==> src/rtl/tsps_pkg.sv <==
package tsps_pkg;

    localparam int unsigned BURST_COUNT_DEF   = 8;
    localparam int unsigned UNREACH_LIMIT_DEF = 12;

    localparam int unsigned CFG_INDEX_W = 3;
    localparam int unsigned CFG_DATA_W  = 5;

    localparam logic [4:0]  MIN_POLL_RESET  = 5'd6;
    localparam logic [4:0]  MAX_POLL_RESET  = 5'd17;
    localparam logic [4:0]  HOST_POLL_RESET = 5'd6;
    localparam logic [31:0] BURST_SPACING   = 32'd2;
    localparam logic [7:0]  UNREACH_SAT     = 8'd255;

    typedef enum logic [CFG_INDEX_W-1:0] {
        CFG_PEER_KIND     = 3'd0,
        CFG_INITIAL_BURST = 3'd1,
        CFG_BURST         = 3'd2,
        CFG_MIN_POLL      = 3'd3,
        CFG_MAX_POLL      = 3'd4
    } cfg_index_t;

    typedef enum logic [1:0] {
        KIND_ORDINARY     = 2'd0,
        KIND_BCAST_SERVER = 2'd1,
        KIND_BCAST_CLIENT = 2'd2,
        KIND_UNUSED       = 2'd3
    } peer_kind_t;

    localparam logic MODE_POLL  = 1'b0;
    localparam logic MODE_REPLY = 1'b1;

    typedef struct packed {
        logic [1:0] peer_kind;
        logic       initial_burst_enable;
        logic       burst_enable;
        logic [4:0] min_poll_exp;
        logic [4:0] max_poll_exp;
    } cfg_t;

    typedef struct packed {
        logic        mode;
        logic [31:0] now_seconds;
        logic [4:0]  system_poll_exp;
        logic [4:0]  peer_poll_exp;
        logic        system_synced;
        logic        peer_acceptable;
    } item_t;

    typedef struct packed {
        logic        transmit;
        logic        stuff_dispersion;
        logic [31:0] next_poll_time;
        logic [4:0]  host_poll_exp;
        logic [3:0]  burst_left;
        logic [7:0]  reach_bits;
        logic [7:0]  unreach_count;
    } result_t;

endpackage

==> src/rtl/time_sync_poll_scheduler.sv <==
// a result word is computed combinationally and registered in the output buffer once its item word is accepted
// throughput: one item per cycle while item_stall is low, the core and the output register working in parallel
// a two-word output buffer keeps taking items while a result is held; item_stall
// rises only once both words are occupied
// reset clears peer state (host poll 6) and the registers to their defaults
module time_sync_poll_scheduler
    import tsps_pkg::*;
#(
    parameter int unsigned BURST_COUNT   = BURST_COUNT_DEF,
    parameter int unsigned UNREACH_LIMIT = UNREACH_LIMIT_DEF
)
(
    input  logic                   clk,
    input  logic                   rst_n,
    input  logic                   item_valid,
    output logic                   item_stall,
    input  item_t                  item,
    output logic                   result_valid,
    input  logic                   result_stall,
    output result_t                result,
    input  logic                   cfg_we,
    input  logic [CFG_INDEX_W-1:0] cfg_index,
    input  logic [CFG_DATA_W-1:0]  cfg_data
);

    cfg_t    cfg_reg;
    result_t core_result;
    logic    accept;
    logic    buf_full;

    always_ff @(posedge clk or negedge rst_n)
    begin
        if (!rst_n)
        begin
            cfg_reg.peer_kind            <= KIND_ORDINARY;
            cfg_reg.initial_burst_enable <= 1'b0;
            cfg_reg.burst_enable         <= 1'b0;
            cfg_reg.min_poll_exp         <= MIN_POLL_RESET;
            cfg_reg.max_poll_exp         <= MAX_POLL_RESET;
        end
        else if (cfg_we)
        begin
            unique case (cfg_index)
                CFG_PEER_KIND:     cfg_reg.peer_kind            <= cfg_data[1:0];
                CFG_INITIAL_BURST: cfg_reg.initial_burst_enable <= cfg_data[0];
                CFG_BURST:         cfg_reg.burst_enable         <= cfg_data[0];
                CFG_MIN_POLL:      cfg_reg.min_poll_exp         <= cfg_data;
                CFG_MAX_POLL:      cfg_reg.max_poll_exp         <= cfg_data;
                default:           ;
            endcase
        end
    end

    assign item_stall = buf_full;
    assign accept     = item_valid && !buf_full;

    tsps_core #(
        .BURST_COUNT   (BURST_COUNT),
        .UNREACH_LIMIT (UNREACH_LIMIT)
    ) u_core (
        .clk    (clk),
        .rst_n  (rst_n),
        .accept (accept),
        .item   (item),
        .cfg    (cfg_reg),
        .result (core_result)
    );

    tsps_out_buf u_out_buf (
        .clk          (clk),
        .rst_n        (rst_n),
        .push         (accept),
        .push_word    (core_result),
        .full         (buf_full),
        .result_valid (result_valid),
        .result_stall (result_stall),
        .result       (result)
    );

endmodule

==> src/rtl/tsps_core.sv <==
module tsps_core
    import tsps_pkg::*;
#(
    parameter int unsigned BURST_COUNT   = BURST_COUNT_DEF,
    parameter int unsigned UNREACH_LIMIT = UNREACH_LIMIT_DEF
)
(
    input  logic    clk,
    input  logic    rst_n,
    input  logic    accept,
    input  item_t   item,
    input  cfg_t    cfg,
    output result_t result
);

    logic [7:0]  reach_reg, reach_next;
    logic [7:0]  unreach_reg, unreach_next;
    logic [3:0]  burst_reg, burst_next;
    logic [4:0]  host_poll_reg, host_poll_next;
    logic [31:0] last_poll_reg, last_poll_next;
    logic [31:0] next_time_reg, next_time_next;

    logic        xmit;
    logic        stuff;
    logic        do_sched;
    logic [5:0]  hexp;
    logic [5:0]  h_lo;
    logic [4:0]  host_clamped;
    logic [4:0]  p_lo;
    logic [4:0]  p_exp;
    logic [7:0]  shifted;
    logic [31:0] cand;
    logic        cand_valid;

    function automatic logic [7:0] bump(input logic [7:0] v);
        bump = (v < UNREACH_SAT) ? v + 8'd1 : v;
    endfunction

    always_comb
    begin
        reach_next     = reach_reg;
        unreach_next   = unreach_reg;
        burst_next     = burst_reg;
        last_poll_next = last_poll_reg;
        hexp           = {1'b0, host_poll_reg};
        xmit           = 1'b0;
        stuff          = 1'b0;
        do_sched       = 1'b0;
        shifted        = {reach_reg[6:0], 1'b0};

        if (item.mode == MODE_REPLY)
        begin
            reach_next = reach_reg | 8'd1;
        end
        else if (cfg.peer_kind == KIND_BCAST_SERVER)
        begin
            last_poll_next = item.now_seconds;
            xmit           = item.system_synced;
            do_sched       = 1'b1;
        end
        else
        begin
            if (burst_reg == 4'd0)
            begin
                last_poll_next = item.now_seconds;
                reach_next     = shifted;
                if (shifted == 8'd0)
                begin
                    // first miss may open a burst; otherwise back off once the limit is reached
                    if (cfg.initial_burst_enable && unreach_reg == 8'd0)
                    begin
                        burst_next   = 4'(BURST_COUNT);
                        unreach_next = bump(unreach_reg);
                    end
                    else if (unreach_reg < 8'(UNREACH_LIMIT))
                    begin
                        unreach_next = bump(bump(unreach_reg));
                    end
                    else
                    begin
                        hexp         = hexp + 6'd1;
                        unreach_next = bump(unreach_reg);
                    end
                end
                else
                begin
                    unreach_next = 8'd0;
                    stuff        = (shifted[2:0] == 3'd0);
                    hexp         = {1'b0, item.system_poll_exp};
                    if (cfg.burst_enable && item.peer_acceptable)
                    begin
                        burst_next = 4'(BURST_COUNT);
                    end
                end
            end
            else
            begin
                burst_next = burst_reg - 4'd1;
            end
            xmit     = (cfg.peer_kind != KIND_BCAST_CLIENT);
            do_sched = 1'b1;
        end
    end

    // clamp and next poll time
    always_comb
    begin
        h_lo         = (hexp < {1'b0, cfg.min_poll_exp}) ? {1'b0, cfg.min_poll_exp} : hexp;
        host_clamped = (h_lo > {1'b0, cfg.max_poll_exp}) ? cfg.max_poll_exp : h_lo[4:0];
        p_lo         = (item.peer_poll_exp < cfg.min_poll_exp) ? cfg.min_poll_exp
                                                               : item.peer_poll_exp;
        p_exp        = (host_clamped < p_lo) ? host_clamped : p_lo;

        cand       = last_poll_next + (32'd1 << p_exp);
        cand_valid = 1'b1;
        if (burst_next != 4'd0)
        begin
            // inside a burst the due time only moves when it is reached
            cand       = next_time_reg + BURST_SPACING;
            cand_valid = (item.now_seconds == next_time_reg);
        end

        host_poll_next = host_poll_reg;
        next_time_next = next_time_reg;
        if (do_sched)
        begin
            host_poll_next = host_clamped;
            if (cand_valid)
            begin
                next_time_next = (cand <= item.now_seconds) ? item.now_seconds + 32'd1 : cand;
            end
        end
    end

    always_ff @(posedge clk or negedge rst_n)
    begin
        if (!rst_n)
        begin
            reach_reg     <= 8'd0;
            unreach_reg   <= 8'd0;
            burst_reg     <= 4'd0;
            host_poll_reg <= HOST_POLL_RESET;
            last_poll_reg <= 32'd0;
            next_time_reg <= 32'd0;
        end
        else if (accept)
        begin
            reach_reg     <= reach_next;
            unreach_reg   <= unreach_next;
            burst_reg     <= burst_next;
            host_poll_reg <= host_poll_next;
            last_poll_reg <= last_poll_next;
            next_time_reg <= next_time_next;
        end
    end

    always_comb
    begin
        result.transmit         = xmit;
        result.stuff_dispersion = stuff;
        result.next_poll_time   = next_time_next;
        result.host_poll_exp    = host_poll_next;
        result.burst_left       = burst_next;
        result.reach_bits       = reach_next;
        result.unreach_count    = unreach_next;
    end

endmodule

==> src/rtl/tsps_out_buf.sv <==
module tsps_out_buf
    import tsps_pkg::*;
(
    input  logic    clk,
    input  logic    rst_n,
    input  logic    push,
    input  result_t push_word,
    output logic    full,
    output logic    result_valid,
    input  logic    result_stall,
    output result_t result
);

    logic    out_valid_reg, out_valid_next;
    logic    skid_valid_reg, skid_valid_next;
    result_t out_reg, out_next;
    result_t skid_reg, skid_next;
    logic    pop;

    assign pop = out_valid_reg && !result_stall;

    always_comb
    begin
        out_valid_next  = out_valid_reg;
        skid_valid_next = skid_valid_reg;
        out_next        = out_reg;
        skid_next       = skid_reg;
        if (pop)
        begin
            out_valid_next = 1'b0;
        end
        if (skid_valid_reg)
        begin
            if (pop)
            begin
                out_next        = skid_reg;
                out_valid_next  = 1'b1;
                skid_valid_next = 1'b0;
            end
        end
        else if (push)
        begin
            if (!out_valid_reg || pop)
            begin
                out_next       = push_word;
                out_valid_next = 1'b1;
            end
            else
            begin
                // output word still waiting, park the new one
                skid_next       = push_word;
                skid_valid_next = 1'b1;
            end
        end
    end

    always_ff @(posedge clk or negedge rst_n)
    begin
        if (!rst_n)
        begin
            out_valid_reg  <= 1'b0;
            skid_valid_reg <= 1'b0;
        end
        else
        begin
            out_valid_reg  <= out_valid_next;
            skid_valid_reg <= skid_valid_next;
        end
    end

    always_ff @(posedge clk)
    begin
        out_reg  <= out_next;
        skid_reg <= skid_next;
    end

    assign full         = skid_valid_reg;
    assign result_valid = out_valid_reg;
    assign result       = out_reg;

endmodule

==> config.mk <==
export PLATFORM = sky130hd
export DESIGN_NAME = time_sync_poll_scheduler
export DESIGN_NICKNAME = d
export VERILOG_FILES = /design/src/rtl/tsps_pkg.sv /design/src/rtl/time_sync_poll_scheduler.sv /design/src/rtl/tsps_core.sv /design/src/rtl/tsps_out_buf.sv
export SDC_FILE = /design/constraint.sdc
export NUM_CORES = 1
export LEC_CHECK = 0
export BUFFER_PORTS_ARGS = -buffer_cell sky130_fd_sc_hd__buf_4
export CAP_MARGIN = 20
export CORE_MARGIN = 4
export CORE_UTILIZATION = 40
export CTS_BUF_LIST = sky130_fd_sc_hd__clkbuf_4 sky130_fd_sc_hd__clkbuf_8 sky130_fd_sc_hd__clkbuf_16
export DETAILED_ROUTE_END_ITERATION = 10
export PLACE_DENSITY = 0.6
export SYNTH_ARGS = -nofsm -noshare
export SYNTH_HDL_FRONTEND = slang
export SYNTH_SLANG_ARGS = --single-unit
==> constraint.sdc <==
create_clock -name clk -period 17.7 [get_ports clk]
set_input_delay 3.54 -clock clk [delete_from_list [all_inputs] [get_ports clk]]
set_output_delay 3.54 -clock clk [all_outputs]
set_load 0.02 [all_outputs]
==> impl_metrics.csv <==
group,metric,value,unit
outcome,status,"complete, no violations",
synthesis,synth_warnings,0,
timing,worstMarginPinSlew,0.958,ns
timing,fin_crit,16.33,ns
timing,tns,0,ns
synthesis,netlist.area_leader.share,0.230,
clock_network,ctsResizeCount,0,
route,vias,12400,
floorplanning,die_h,204,um
clock_network,cts.sinks,223,
floorplanning,initial_utilization,0.407,
route,via_per_inst,5.37,
clock_network,cts_max_level,1,
cells_and_area,n_fill_cell,3623,
timing,fin_hold_ws,0.466,ns
clock_network,cts_tree,"done",
clock_network,clk_latency,0.55,ns
hold_path,hold_start,"u_core.last_poll_reg[2]$_DFFE_PN0P_",
route,routed_wl,43700,um
synthesis,ys_types,80,
hold_path,min_path_type,"reg2reg",
timing,hold_violations,0,
critical_path,cpMaxStageDelayCell,"or4_1",
synthesis,avgSynthCellArea,9.12,sq um
timing,skew,0.0168,ns
route,drc,0,
cells_and_area,stdcell_area,17600,sq um
grt,grt.overflow.total,0,
timing,fmax,61.2,MHz
synthesis,synth_seq_area_share,0.401,
synthesis,synth.area.top_cells,"edfxtp_1, dfrtp_1, mux2_2, nand2_1, ha_1",
clock_network,cts_buffers,26,
synthesis,synthFlopType,"edfxtp_1",
synthesis,yosysMostFrequentCell,"nand2_1",
timing,slew_violations,0,
synthesis,yosysTopAreaCell,"edfxtp_1",
cells_and_area,multi_input_area,8620,sq um
placed_design,io_buffers,118,
critical_path,r2r-end,"u_out_buf.result[45]$_DFFE_PP_",
critical_path,cp_data_required_time,18.00,ns
cells_and_area,nets,1921,
timing,slew-limit-headroom,0.359,
run,max-cap-violations,0,
synthesis,synth.ff_latch_count,223,
critical_path,critPathArrivalTime,16.63,ns
cells_and_area,drive_above_1_share,0.183,
floorplanning,core_area,37800,sq um
timing,finalSetupViolCount,0,
critical_path,worstSetupPathType,"in2reg",
critical_path,startpoint,"item[44]",
grt,first_global_vias,11800,
critical_path,cp-start-kind,"input pin",
route,drtIter0Drc,1217,
critical_path,crit_fanout,20,
route,dr.pass1.iters,5,
clock_network,cts_setup_buffers,0,
route,wl_per_cell,19.0,um
floorplanning,io_pins,119,
floorplanning,die_width,204,um
cells_and_area,final-seq-area,6180,sq um
route,ant_nets,0,
critical_path,end_kind,"flip-flop",
placed_design,dpl_cell_area,16800,sq um
timing,rsz0062_at_grt,"no",
grt,grt_max_degree,86,
synthesis,yosys-top-cells-count,"nand2_1, mux2_2, edfxtp_1, o21ai_0, xnor2_1",
placed_design,hpwl,32900,um
grt,grt_pass1_wl,69000,um
critical_path,rr_worst_depth,49,
synthesis,synth-edff-count,118,
clock_network,cts_root_buffer,"clkbuf_16",
floorplanning,dieArea,41800,sq um
critical_path,regToRegSetupSlack,3.18,ns
cells_and_area,area_growth_syn_to_layout,14.2,%
synthesis,syn_inst,1690,
hold_path,min_to,"u_core.last_poll_reg[2]$_DFFE_PN0P_",
synthesis,syn_area,15400,sq um
clock_network,clk_pin_slew,0.06,ns
grt,gr-usage-all-layers,0.206,
synthesis,synthArstFlopShare,0.471,
clock_network,hold_buffers,0,
grt,antenna_found_initial,0,
timing,post-route-period-util,0.923,
cells_and_area,antennaDiodeCount,0,
critical_path,cpPeakStageDelay,0.79,ns
hold_path,hold-path-cell-count,2,
clock_network,clockBufferDepth,3,
placed_design,gp_congestion,0.955,
floorplanning,rows,71,
critical_path,crit_top_cell,"a21oi_1",
synthesis,syn-num-nets,1836,
critical_path,r2r_start,"u_core.reach_reg[0]$_DFFE_PN0P_",
==> layer usage <==
| layer | share of wire | wire, um | up-vias | global-route usage |
|---|---|---|---|---|
| li1 | - | - | 6099 | - |
| met1 | 0.51 | 22500 | 5865 | 0.333 |
| met2 | 0.40 | 17700 | 359 | 0.290 |
| met3 | 0.061 | 2650 | 53 | 0.0255 |
| met4 | 0.020 | 895 | 0 | 0.0486 |
| met5 | 0 | 0 | - | 0 |
==> worst max-delay path, delay by kind of cell <==
| family | cells | cell delay (ns) |
|---|---|---|
| xor+xnor | 1 | 0.27 |
| fa+ha+maj | 5 | 1.51 |
| simple gates | 14 | 3.87 |
| buf+inv | 3 | 0.56 |
| mux | 4 | 1.31 |
| compound gates | 22 | 5.55 |
==> cell families after synthesis <==
logic type / share of synthesized area
buffers and inverters: 0.0428
XOR/XNOR: 0.0699
flip-flops: 0.401
multiplexers: 0.101
adder cells (fa/ha/maj): 0.0719
AND/OR/NAND/NOR: 0.180
AO/OA/AOI/OAI: 0.134
==> area by class of cell <==
type,count,share of cell area
Clock buffer,34,0.0407
Clock inverter,14,0.00653
Inverter,89,0.0190
Multi-Input combinational cell,1303,0.489
Sequential cell,223,0.351
Tap cell,511,0.0363
Timing Repair Buffer,132,0.0574
==> stage by stage <==
| stage | setup WS, ns | std cells | utilization |
|---|---|---|---|
| floorplan | 2.88 | 1690 | - |
| global placement | 1.12 | 2257 | 0.443 |
| detailed placement | 0.875 | 2258 | 0.444 |
| CTS | 1.39 | 2306 | 0.466 |
| global route | 0.0433 | 2306 | 0.466 |
| finish | 1.37 | 2306 | 0.466 |
==> worst max-delay path by stage <==
stage,to,slack [ns]
2_1_floorplan,u_out_buf.result[40]$_DFFE_PP_,2.88
3_3_place_gp,u_out_buf.result[51]$_DFFE_PP_,1.12
3_5_place_dp,u_out_buf.result[45]$_DFFE_PP_,0.88
4_1_cts,u_out_buf.result[47]$_DFFE_PP_,1.39
5_1_grt,u_out_buf.result[45]$_DFFE_PP_,0.04
6_report,u_out_buf.result[45]$_DFFE_PP_,1.37
==> layout by cell type, fill, tap and decap left out, drive strengths merged, types with 7 or more instances in the layout <==
cell type  instances
a211oi             9
a21o              26
a21oi            105
and2               7
and3              16
buf              132
clkbuf            34
clkinv             9
dfrtp             99
edfxtp           118
ha                87
inv               89
mux2             120
mux2i             21
nand2            355
nand2b            12
nand3             38
nand4             33
nor2              97
nor2b             10
nor3              18
nor4              12
o21a               9
o21ai            109
o21bai             7
o22ai              7
o31ai              9
or3                7
xnor2            104
xor2              19
Power is left out: the tool's default activity adds up to more than one toggle a clock period on the data nets, which glitch-free logic cannot reach.
